$ cat src/hdl/clx_pkg.sv
`default_nettype none
// ----------------------------------------------------------------------------
// clx_pkg
// Shared types, codes and character helpers for the C-like source lexer.
// ----------------------------------------------------------------------------
package clx_pkg;

    localparam int unsigned QDepth = 4;
    localparam int unsigned QAw    = $clog2(QDepth);

    typedef enum logic [2:0] {
        K_IDENT  = 3'd0,
        K_NUMBER = 3'd1,
        K_STRING = 3'd2,
        K_OP     = 3'd3,
        K_END    = 3'd4,
        K_ERROR  = 3'd5
    } t_kind;

    typedef enum logic [3:0] {
        M_IDLE       = 4'd0,
        M_IDENT      = 4'd1,
        M_NUMBER     = 4'd2,
        M_STRING     = 4'd3,
        M_ESCAPE     = 4'd4,
        M_SLASH      = 4'd5,
        M_BLOCK      = 4'd6,
        M_BLOCK_STAR = 4'd7,
        M_LINE       = 4'd8,
        M_ERROR      = 4'd9
    } t_mode;

    localparam logic [7:0] C_SPACE  = 8'h20;
    localparam logic [7:0] C_TAB    = 8'h09;
    localparam logic [7:0] C_CR     = 8'h0d;
    localparam logic [7:0] C_LF     = 8'h0a;
    localparam logic [7:0] C_BS     = 8'h08;
    localparam logic [7:0] C_FF     = 8'h0c;
    localparam logic [7:0] C_UNDER  = 8'h5f;
    localparam logic [7:0] C_PLUS   = 8'h2b;
    localparam logic [7:0] C_MINUS  = 8'h2d;
    localparam logic [7:0] C_DOT    = 8'h2e;
    localparam logic [7:0] C_QUOTE  = 8'h22;
    localparam logic [7:0] C_SLASH  = 8'h2f;
    localparam logic [7:0] C_STAR   = 8'h2a;
    localparam logic [7:0] C_BSLASH = 8'h5c;

    typedef struct packed {
        logic [7:0] data;
        logic       has;
        t_kind      kind;
        logic       start;
    } t_res;

    // One queue entry: the results of one input transaction (one or two).
    typedef struct packed {
        logic two;
        t_res res0;
        t_res res1;
    } t_entry;

    typedef struct packed {
        logic full;
        logic empty;
    } t_qstat;

    typedef struct packed {
        logic  emit;
        t_res  res;
        t_mode mode;
    } t_idle;

    typedef struct packed {
        logic       ok;
        logic [7:0] data;
    } t_esc;

    function automatic logic is_alpha(input logic [7:0] c);
        return ((c >= 8'h61) && (c <= 8'h7a)) || ((c >= 8'h41) && (c <= 8'h5a));
    endfunction

    function automatic logic is_digit(input logic [7:0] c);
        return (c >= 8'h30) && (c <= 8'h39);
    endfunction

    function automatic t_res mk_res(input logic [7:0] d, input logic h,
                                    input t_kind k, input logic s);
        t_res r;
        r.data  = d;
        r.has   = h;
        r.kind  = k;
        r.start = s;
        return r;
    endfunction

    function automatic t_idle lex_idle(input logic [7:0] c);
        t_idle o;
        o.emit = 1'b0;
        o.res  = mk_res(8'h00, 1'b0, K_OP, 1'b0);
        o.mode = M_IDLE;
        if (c == C_SPACE || c == C_TAB || c == C_CR || c == C_LF) begin
            o.mode = M_IDLE;
        end else if (c == C_UNDER || is_alpha(c)) begin
            o.emit = 1'b1;
            o.res  = mk_res(c, 1'b1, K_IDENT, 1'b1);
            o.mode = M_IDENT;
        end else if (c == C_PLUS || c == C_MINUS || is_digit(c)) begin
            o.emit = 1'b1;
            o.res  = mk_res(c, 1'b1, K_NUMBER, 1'b1);
            o.mode = M_NUMBER;
        end else if (c == C_QUOTE) begin
            o.emit = 1'b1;
            o.res  = mk_res(8'h00, 1'b0, K_STRING, 1'b1);
            o.mode = M_STRING;
        end else if (c == C_SLASH) begin
            o.mode = M_SLASH;
        end else begin
            o.emit = 1'b1;
            o.res  = mk_res(c, 1'b1, K_OP, 1'b1);
            o.mode = M_IDLE;
        end
        return o;
    endfunction

    function automatic t_esc decode_esc(input logic [7:0] c);
        t_esc e;
        e.ok   = 1'b1;
        e.data = c;
        if (c == C_BSLASH || c == C_SLASH || c == C_QUOTE) begin
            e.data = c;
        end else if (c == 8'h62) begin
            e.data = C_BS;
        end else if (c == 8'h66) begin
            e.data = C_FF;
        end else if (c == 8'h6e) begin
            e.data = C_LF;
        end else if (c == 8'h72) begin
            e.data = C_CR;
        end else if (c == 8'h74) begin
            e.data = C_TAB;
        end else begin
            e.ok   = 1'b0;
            e.data = 8'h00;
        end
        return e;
    endfunction

endpackage
`default_nettype wire

$ cat src/hdl/clx_front.sv
`default_nettype none
// ----------------------------------------------------------------------------
// clx_front
// Accepts source bytes, runs the lexer mode machine and pushes the results
// (one or two) of each transaction that yields any into the queue.
// ----------------------------------------------------------------------------
module clx_front (
    input  wire logic            i_clk,
    input  wire logic            i_rst_n,
    input  wire logic            i_valid,
    input  wire logic [7:0]      i_byte,
    input  wire logic            i_eoi,
    input  wire clx_pkg::t_qstat i_qstat,
    output logic                 o_stall,
    output logic                 o_push,
    output clx_pkg::t_entry      o_entry
);
    import clx_pkg::*;

    t_mode r_mode, n_mode;
    logic  r_dot, n_dot;
    logic  accept;
    logic  emit0, emit1;
    t_res  res0, res1;
    t_idle idl;
    t_esc  esc;

    assign o_stall = i_qstat.full;
    assign accept  = i_valid && !i_qstat.full;

    always_ff @(posedge i_clk) begin
        if (!i_rst_n) begin
            r_mode <= M_IDLE;
            r_dot  <= 1'b0;
        end else if (accept) begin
            r_mode <= n_mode;
            r_dot  <= n_dot;
        end
    end

    always_comb begin
        idl    = lex_idle(i_byte);
        esc    = decode_esc(i_byte);
        n_mode = r_mode;
        n_dot  = r_dot;
        emit0  = 1'b0;
        emit1  = 1'b0;
        res0   = mk_res(8'h00, 1'b0, K_OP, 1'b0);
        res1   = mk_res(8'h00, 1'b0, K_OP, 1'b0);
        if (i_eoi) begin
            n_mode = M_IDLE;
            n_dot  = 1'b0;
            emit0  = 1'b1;
            if (r_mode == M_SLASH) begin
                res0  = mk_res(C_SLASH, 1'b1, K_OP, 1'b1);
                emit1 = 1'b1;
                res1  = mk_res(8'h00, 1'b0, K_END, 1'b1);
            end else if (r_mode == M_STRING || r_mode == M_ESCAPE) begin
                res0  = mk_res(8'h00, 1'b0, K_ERROR, 1'b1);
                emit1 = 1'b1;
                res1  = mk_res(8'h00, 1'b0, K_END, 1'b1);
            end else begin
                res0  = mk_res(8'h00, 1'b0, K_END, 1'b1);
            end
        end else begin
            unique case (r_mode)
                M_IDENT: begin
                    if (i_byte == C_UNDER || is_alpha(i_byte) || is_digit(i_byte)) begin
                        emit0 = 1'b1;
                        res0  = mk_res(i_byte, 1'b1, K_IDENT, 1'b0);
                    end else begin
                        emit0  = idl.emit;
                        res0   = idl.res;
                        n_mode = idl.mode;
                        n_dot  = 1'b0;
                    end
                end
                M_NUMBER: begin
                    if (i_byte == C_DOT) begin
                        emit0 = 1'b1;
                        if (r_dot) begin
                            res0   = mk_res(8'h00, 1'b0, K_ERROR, 1'b1);
                            n_mode = M_ERROR;
                            n_dot  = 1'b0;
                        end else begin
                            res0  = mk_res(i_byte, 1'b1, K_NUMBER, 1'b0);
                            n_dot = 1'b1;
                        end
                    end else if (is_digit(i_byte)) begin
                        emit0 = 1'b1;
                        res0  = mk_res(i_byte, 1'b1, K_NUMBER, 1'b0);
                    end else begin
                        emit0  = idl.emit;
                        res0   = idl.res;
                        n_mode = idl.mode;
                        n_dot  = 1'b0;
                    end
                end
                M_STRING: begin
                    if (i_byte == C_BSLASH) begin
                        n_mode = M_ESCAPE;
                    end else if (i_byte == C_QUOTE) begin
                        n_mode = M_IDLE;
                    end else begin
                        emit0 = 1'b1;
                        res0  = mk_res(i_byte, 1'b1, K_STRING, 1'b0);
                    end
                end
                M_ESCAPE: begin
                    emit0 = 1'b1;
                    if (esc.ok) begin
                        res0   = mk_res(esc.data, 1'b1, K_STRING, 1'b0);
                        n_mode = M_STRING;
                    end else begin
                        res0   = mk_res(8'h00, 1'b0, K_ERROR, 1'b1);
                        n_mode = M_ERROR;
                        n_dot  = 1'b0;
                    end
                end
                M_SLASH: begin
                    if (i_byte == C_STAR) begin
                        n_mode = M_BLOCK;
                    end else if (i_byte == C_SLASH) begin
                        n_mode = M_LINE;
                    end else begin
                        emit0  = 1'b1;
                        res0   = mk_res(C_SLASH, 1'b1, K_OP, 1'b1);
                        emit1  = idl.emit;
                        res1   = idl.res;
                        n_mode = idl.mode;
                        n_dot  = 1'b0;
                    end
                end
                M_BLOCK: begin
                    if (i_byte == C_STAR) begin
                        n_mode = M_BLOCK_STAR;
                    end
                end
                M_BLOCK_STAR: begin
                    if (i_byte == C_SLASH) begin
                        n_mode = M_IDLE;
                    end else if (i_byte != C_STAR) begin
                        n_mode = M_BLOCK;
                    end
                end
                M_LINE: begin
                    if (i_byte == C_LF) begin
                        n_mode = M_IDLE;
                    end
                end
                M_ERROR: begin
                    n_mode = M_ERROR;
                end
                default: begin
                    emit0  = idl.emit;
                    res0   = idl.res;
                    n_mode = idl.mode;
                    n_dot  = 1'b0;
                end
            endcase
        end
    end

    always_comb begin
        o_push       = accept && (emit0 || emit1);
        o_entry.two  = emit0 && emit1;
        o_entry.res0 = emit0 ? res0 : res1;
        o_entry.res1 = res1;
    end

endmodule
`default_nettype wire

$ cat src/hdl/clx_queue.sv
`default_nettype none
// ----------------------------------------------------------------------------
// clx_queue
// Small FIFO of result groups between the lexer front and the output stage.
// ----------------------------------------------------------------------------
module clx_queue (
    input  wire logic            i_clk,
    input  wire logic            i_rst_n,
    input  wire logic            i_push,
    input  wire clx_pkg::t_entry i_entry,
    input  wire logic            i_pop,
    output clx_pkg::t_entry      o_head,
    output clx_pkg::t_qstat      o_qstat
);
    import clx_pkg::*;

    t_entry              r_mem [QDepth];
    logic [QAw-1:0]      r_wr, r_rd;
    logic [QAw:0]        r_cnt;
    logic                do_push, do_pop;

    assign o_qstat.full  = (r_cnt == (QAw+1)'(QDepth));
    assign o_qstat.empty = (r_cnt == '0);
    assign do_push       = i_push && !o_qstat.full;
    assign do_pop        = i_pop && !o_qstat.empty;
    assign o_head        = r_mem[r_rd];

    always_ff @(posedge i_clk) begin
        if (do_push) begin
            r_mem[r_wr] <= i_entry;
        end
    end

    always_ff @(posedge i_clk) begin
        if (!i_rst_n) begin
            r_wr  <= '0;
            r_rd  <= '0;
            r_cnt <= '0;
        end else begin
            if (do_push) begin
                r_wr <= r_wr + 1'b1;
            end
            if (do_pop) begin
                r_rd <= r_rd + 1'b1;
            end
            if (do_push && !do_pop) begin
                r_cnt <= r_cnt + 1'b1;
            end else if (do_pop && !do_push) begin
                r_cnt <= r_cnt - 1'b1;
            end
        end
    end

endmodule
`default_nettype wire

$ cat src/hdl/clx_back.sv
`default_nettype none
// ----------------------------------------------------------------------------
// clx_back
// Output stage: splits each queued group into single results, marks the
// last one of the group and holds it in the output register.
// ----------------------------------------------------------------------------
module clx_back (
    input  wire logic            i_clk,
    input  wire logic            i_rst_n,
    input  wire clx_pkg::t_entry i_head,
    input  wire clx_pkg::t_qstat i_qstat,
    input  wire logic            i_stall,
    output logic                 o_pop,
    output logic                 o_valid,
    output clx_pkg::t_res        o_res,
    output logic                 o_last
);
    import clx_pkg::*;

    logic r_valid;
    logic r_sel, n_sel;
    t_res r_res, n_res;
    logic r_last, n_last;
    logic load;

    assign load    = (!r_valid || !i_stall) && !i_qstat.empty;
    assign o_valid = r_valid;
    assign o_res   = r_res;
    assign o_last  = r_last;

    always_comb begin
        if (i_head.two && !r_sel) begin
            n_res  = i_head.res0;
            n_last = 1'b0;
            n_sel  = 1'b1;
            o_pop  = 1'b0;
        end else begin
            n_res  = r_sel ? i_head.res1 : i_head.res0;
            n_last = 1'b1;
            n_sel  = 1'b0;
            o_pop  = load;
        end
    end

    always_ff @(posedge i_clk) begin
        if (!i_rst_n) begin
            r_valid <= 1'b0;
            r_sel   <= 1'b0;
        end else if (load) begin
            r_valid <= 1'b1;
            r_sel   <= n_sel;
        end else if (!i_stall) begin
            r_valid <= 1'b0;
        end
    end

    always_ff @(posedge i_clk) begin
        if (load) begin
            r_res  <= n_res;
            r_last <= n_last;
        end
    end

endmodule
`default_nettype wire

$ cat src/hdl/c_like_source_lexer.sv
`default_nettype none
// ----------------------------------------------------------------------------
// c_like_source_lexer
// Streaming lexer for C-like source text, one source byte per transaction.
//
// Input channel: i_in_valid / o_in_stall carry i_in_byte and i_end_of_input.
// A transaction with i_end_of_input high ends the source and yields an end
// marker; the lexer then starts over for a new source.
// Output channel: o_out_valid / i_out_stall carry one result per transaction:
// o_out_byte, o_has_byte, o_token_kind, o_token_start, o_last_of_run.
// Each input transaction yields zero, one or two results, in order.
// A result is written into the queue and then loaded into the output register.
// Throughput: one input byte per cycle while o_in_stall is low; a byte that
// yields two results hands them to the output one after the other. A
// four-entry queue between the lexer and the output register absorbs this
// and output stalls; o_in_stall rises only when that queue is full.
// Reset (synchronous, active low) returns the lexer to between tokens,
// empties the queue and drops any result not yet taken.
// ----------------------------------------------------------------------------
module c_like_source_lexer (
    input  wire logic       i_clk,
    input  wire logic       i_rst_n,
    input  wire logic       i_in_valid,
    output logic            o_in_stall,
    input  wire logic [7:0] i_in_byte,
    input  wire logic       i_end_of_input,
    output logic            o_out_valid,
    input  wire logic       i_out_stall,
    output logic [7:0]      o_out_byte,
    output logic            o_has_byte,
    output logic [2:0]      o_token_kind,
    output logic            o_token_start,
    output logic            o_last_of_run
);
    import clx_pkg::*;

    t_qstat qstat;
    t_entry push_entry, head;
    logic   push, pop;
    t_res   res;

    clx_front u_front (
        .i_clk   (i_clk),
        .i_rst_n (i_rst_n),
        .i_valid (i_in_valid),
        .i_byte  (i_in_byte),
        .i_eoi   (i_end_of_input),
        .i_qstat (qstat),
        .o_stall (o_in_stall),
        .o_push  (push),
        .o_entry (push_entry)
    );

    clx_queue u_queue (
        .i_clk   (i_clk),
        .i_rst_n (i_rst_n),
        .i_push  (push),
        .i_entry (push_entry),
        .i_pop   (pop),
        .o_head  (head),
        .o_qstat (qstat)
    );

    clx_back u_back (
        .i_clk   (i_clk),
        .i_rst_n (i_rst_n),
        .i_head  (head),
        .i_qstat (qstat),
        .i_stall (i_out_stall),
        .o_pop   (pop),
        .o_valid (o_out_valid),
        .o_res   (res),
        .o_last  (o_last_of_run)
    );

    assign o_out_byte    = res.data;
    assign o_has_byte    = res.has;
    assign o_token_kind  = 3'(res.kind);
    assign o_token_start = res.start;

endmodule
`default_nettype wire
$ cat config.mk
export PLATFORM = sky130hd
export DESIGN_NAME = c_like_source_lexer
export DESIGN_NICKNAME = d
export VERILOG_FILES = /design/src/hdl/clx_pkg.sv /design/src/hdl/clx_front.sv /design/src/hdl/clx_queue.sv /design/src/hdl/clx_back.sv /design/src/hdl/c_like_source_lexer.sv
export SDC_FILE = /design/constraint.sdc
export NUM_CORES = 1
export LEC_CHECK = 0
export ABC_AREA = 1
export BUFFER_PORTS_ARGS = -buffer_cell sky130_fd_sc_hd__buf_2
export CORE_MARGIN = 1
export CORE_UTILIZATION = 32
export CTS_BUF_LIST = sky130_fd_sc_hd__clkbuf_8
export CTS_CLUSTER_SIZE = 20
export DETAILED_ROUTE_END_ITERATION = 10
export GPL_TIMING_DRIVEN = 0
export PLACE_DENSITY = 0.44
export RECOVER_POWER = 100
export SYNTH_ARGS = -nofsm -noshare
export SYNTH_HDL_FRONTEND = slang
export SYNTH_SLANG_ARGS = --single-unit
$ cat constraint.sdc
create_clock -name i_clk -period 3.41 [get_ports i_clk]
set_clock_uncertainty 0.2 [all_clocks]
set_input_delay 0.341 -clock i_clk [delete_from_list [all_inputs] [get_ports i_clk]]
set_output_delay 0.341 -clock i_clk [all_outputs]
set_load 0.1 [all_outputs]
Yosys cells after proc, flatten, opt, wreduce, memory -nomap -nowiden
Memory sizes are Yosys's and may differ from the RTL's. A register that Yosys moved wholly into a read port is not among the register bits.
Cells that the tools add are included.

operators by class
  add/subtract/negate cells = 4
  magnitude comparators = 6
  eq/ne operators = 40
  muxes and demuxes = 91
  reduce and logical (&&, ||, !) cells = 38

operator list
  kind                  number
  $mux W13              18
  $pmux W13 S6          1
  $mux W4               17
  $eq A8 B6 Y1 const B  7
  $eq A8 B7 Y1 const B  7
  $mux W18              3
  $mux W8               5
  $pmux W4 S9           1
  $mux W1               35
  $mux W14              2
  $eq A8 B4 Y1 const B  3
  $eq A4 B3 Y1 const B  4
  $ge A8 B7 Y1 const B  2
  $le A8 B7 Y1 const B  2
  $logic_or A1 B1 Y1    13
  $logic_and A1 B1 Y1   12
  $ne A3 B3 Y1 const B  4
  $mux W11              1
  $mux W3               3
  $eq A4 B2 Y1 const B  2
  $eq A4 B4 Y1 const B  2
  $ge A8 B6 Y1 const B  1
  $le A8 B6 Y1 const B  1
  $ne A4 B2 Y1 const B  2
  other kinds (20)      31

word-level totals
  flip-flop bits (word level) = 28
  bits in writable memories = 108
  input bits = 13
  output and inout port bits = 16
  logic and storage cells = 192
  memories = 1

memory list
  memory         depth  width  rd ports  clocked after memory_dff  write ports  RTL line         RTL
  u_queue.r_mem  4      27     1         1                         1            clx_queue.sv:17  t_entry r_mem [QDepth];

Longest topological paths before layout
  word-level depth = 17
  depth in mapped cells = 18
  mapped depth without buffers = 17

Hierarchy
A second synthesis with hierarchy kept.

second synthesis, totals
  cell total of the unflattened synthesis = 706
  area total of the unflattened synthesis = 6770.2 µm²

modules (own cells, without submodules)
  module     times used  cells each  area each (µm²)  sequential area each (µm²)
  clx_queue  1           331         4550.6           3423.3
  clx_front  1           305         1539.0           100.1
  clx_back   1           70          680.7            460.4

Least setup slack after synthesis
OpenSTA, ideal clock, no wires.

  path kind = register to register
  start point = register u_front.r_mode[1]
  end point = memory u_queue.r_mem[0][0] (netlist name) (enable)
  setup time = 0.411 ns
  arrival = 2.543 ns
  required time = 2.799 ns
  setup slack = 0.256 ns
  stages on the path, launching flop included = 13
  buffers on the path = 1
  clock period less this slack = 3.154 ns
  path through = dfxtp_1 buf_2 inv_2 nor2_2 nand2_4 nand3_1 nor2_2 nand2_1 o21ai_1 nor2_2 nor2_4 inv_2 nor2_1

on the way
  longest elaborated chain between the ends = 10
  elaborated cells on any way between the ends = 22
  classes of those cells = eq/ne: 9; mux: 8; reduce/logical: 5

RTL lines
  what                                                 RTL line          RTL
  from (decl)                                          clx_front.sv:20   t_mode r_mode, n_mode;
  from (signal assigned)                               clx_front.sv:36   r_mode <= n_mode;
  branches (longest 5 deep; another with $pmux W1 S6)  --
  $logic_or A1 B1 Y1 (*)                               clx_front.sv:165  o_push = accept && (emit0 || emit1);
  $logic_and A1 B1 Y1 (*)                              clx_front.sv:165
  $logic_and A1 B1 Y1 (*)                              clx_queue.sv:24   assign do_push = i_push && !o_qstat.full;
  named net u_queue.do_push                            clx_queue.sv:20   logic do_push, do_pop;
  $mux W1 (*)                                          clx_queue.sv:29   if (do_push) begin
  $mux W1 (not written as such) (*)                    clx_queue.sv:30   r_mem[r_wr] <= i_entry;
  to (decl)                                            clx_queue.sv:17

Mark *: on every way through the listed nets, which the timed path passes.

Final worst setup path
  start point = register u_front.r_mode[2]
  end point = memory u_queue.r_mem[1][25] (netlist name) (enable)

The elaborated chain is that of the path after synthesis.

==> flow_summary.ini <==
[detailed_routing]
drc = 0
vias = 5389
antenna_left = 0
viasPerCell = 5.04
dr.pass1.iters = 5
wl_per_cell_um = 18.5
wirelength_um = 19800
drt_iter0_drc = 361

[run_status]
status = complete, no violations

[hold_path]
hp-start = i_out_stall
min_path_type = in2reg
whs_endpoint = u_back.o_valid
hold_depth = 5

[floorplan]
initial_core_util = 0.329
num_rows = 52
die_w_um = 147
dieHeight_um = 147
coreArea_um2 = 20400
io_pins = 29
die_area_um2 = 21600

[placement]
place_ws_ns = 0.235
place_hpwl_um = 14500
port_buffers = 26
place_area_um2 = 7330
gp_congestion = 0.877

[critical_path]
cp_common_cell = nor2_1
cp_data_arrival_time_ns = 3.03
crit_required_ns = 3.33
crit_path_end_kind = flip-flop
path_cells = inv_2 -> nor2_1 -> nand2_2 -> clkinv_2 -> nand3_4 -> nand2_1 -> nor2_1 -> nand2_1 -> nor2_1 -> nor2_4 -> inv_1 -> nor2_2 -> buf_6
start_kind = flip-flop
worstRegToRegCells = 13
cpMaxStageDelayCell = dfxtp_1
critical_path_class = reg2reg
worst_r2r_endpoint = u_queue.r_mem[1][25]
r2r_start = u_front.r_mode[2]
cp_max_fo = 21
cpPeakStageDelay_ns = 0.42
ff2ff_setup_slack_ns = 0.29

[timing]
fmax_mhz = 321
rsz0062_at_grt = no
min_period_over_period = 0.914
min_period_ns = 3.12
finalHoldViolations = 0
worst_pin_slew_ns = 1.19
fin_ws_ns = 0.292
slew_headroom = 0.209
finalSetupViolCount = 0
hold_ws_ns = 0.0303
slew_viol_final = 0

[clock_tree]
cts_buffer_depth = 2
cts_tree = done
clk_latency_ns = 0.44
clock-sinks = 138
ctsHtreeMaxLevel = 4
cts-hold-fix-buffers = 1
cts.clk_slew.worst_paths_ns = 0.08
post_cts_buffers = 0
post_cts_resized = 0
cts_buffers = 17
cts_root_buf = clkbuf_8

[synthesis]
yosysTopAreaCell = edfxtp_1
yosysUniqueCellTypes = 34
netlist_area_um2 = 6720
yosys_warnings = 0
netlist_instances = 736
synthFlopType = edfxtp_1
synthArstFlopShare = 0
syn_nets = 755
syn_avg_cell_area_um2 = 9.14
ys_seq_elements = 138
synthTopCellsByArea = edfxtp_1 54%, nor2_1 8.8%, nand2_1 6.8%
seq_area_frac_synth = 0.592
yosysTopAreaCellShare = 0.545
synth_edf_count = 122

[pwr]
p_leak_nw = 2.91
vdd_ir_drop_max_uv = 302
powerDensity_nw_per_um2 = 723

[grt]
antenna_found_initial = 0
grt_pass1_vias = 5165
grt_usage = 0.190
grt_pass1_wl_um = 30100
grt_max_degree = 22
overflow = 0

[layout]
seqCellArea_um2 = 3980
num_antenna_cells = 0
n_fill_cell = 2101
final_area_um2 = 7610
multi_input_area_um2 = 2370
layout_common_cells = 159 x nor2_1, 122 x nand2_1, 122 x edfxtp_1, 77 x o21ai_0, 52 x inv_1
drive_gt1_frac = 0.109
final_common_cell = nor2_1
syn2layout_area_growth_pct = 13.2
finalNetCount = 806

[flow_run]
drv_cap = 0
[cell usage after synthesis, types with 2 or more instances]
| cell type | n |
|---|---|
| nor2_2 | 13 |
| nor2_4 | 3 |
| o22ai_1 | 14 |
| nor2_1 | 157 |
| a31oi_1 | 16 |
| nand3_2 | 2 |
| nor3_2 | 3 |
| a21oi_1 | 18 |
| buf_2 | 4 |
| dfxtp_1 | 16 |
| clkbuf_1 | 19 |
| nand3_1 | 39 |
| nand4_1 | 11 |
| nand2_2 | 6 |
| o21ai_0 | 72 |
| inv_1 | 44 |
| a211oi_1 | 2 |
| o21ai_1 | 6 |
| ha_1 | 5 |
| clkinv_1 | 2 |
| buf_1 | 2 |
| nor3_1 | 7 |
| inv_2 | 23 |
| edfxtp_1 | 122 |
| nand2_1 | 121 |
[per-layer routing]
layer	GRT usage	up-vias	wire length, µm
li1	-	2604	-
met3	0.0339	26	713
met1	0.243	2625	8940
met2	0.325	134	9720
met5	0	-	0
met4	0.0603	0	375
[area by class of cell]
type | count | share of cell area
Sequential cell | 138 | 0.523
Multi-Input combinational cell | 502 | 0.311
Tap cell | 270 | 0.0444
Inverter | 70 | 0.0347
Clock buffer | 17 | 0.0307
Timing Repair Buffer | 32 | 0.0248
Clock inverter | 15 | 0.0176
Buffer | 26 | 0.0138
[worst max-delay path: cells and delay by family (launching register included)]
family	cells	cell delay [ns]
buf+inv	4	0.69
flops	1	0.42
simple gates	9	1.46
[cells by family after synthesis]
kind of cell    Yosys count  share of synthesized area
simple gates            366                      0.236
flops                   138                      0.592
compound gates          130                      0.104
buf+inv                  96                     0.0551
fa+ha+maj                 6                     0.0123
[flip-flops by register name (all words and copies together) (netlist names), named ones only]
register,count
u_queue.r_mem,108
u_back.o_valid,1
u_front.r_dot,1
u_queue.r_wr,2
u_back.r_sel,1
u_back.o_last,1
u_front.r_mode,4
u_queue.r_cnt,3
u_queue.r_rd,2
u_back.o_res,13
[worst max-delay path by stage]
stage,to,start,slack (ns),depth (start not counted)
detailed placement,u_queue.r_cnt[2],i_in_byte[7],0.23,18
CTS,u_queue.r_cnt[2],u_front.r_mode[0],0.31,17
floorplan,u_queue.r_mem[0][0],u_front.r_mode[1],0.26,12
finish,u_queue.r_mem[1][25],u_front.r_mode[2],0.29,13
global placement,u_queue.r_mem[1][23],i_in_byte[7],-1.33,13
global route,u_queue.r_cnt[2],u_front.r_mode[2],0.05,17
[power by group]
group,switching [mW],total (mW),internal [mW]
sequential,0.0689,2.24,2.17
clock,0.611,1.25,0.635
combinational,1.65,2.02,0.374
[through the flow]
| stage | util | instances | power (mW) | TNS [ns] |
|---|---|---|---|---|
| after floorplan | - | 736 | 3.77 | 0 |
| after global placement | 0.352 | 1032 | 4.31 | -137.31 |
| after detailed placement | 0.359 | 1037 | 4.38 | 0 |
| after CTS | 0.377 | 1070 | 5.61 | 0 |
| after global routing | 0.373 | 1070 | 5.79 | 0 |
| final | 0.373 | 1070 | 5.51 | 0 |
(Power assumes the default switching activity.)
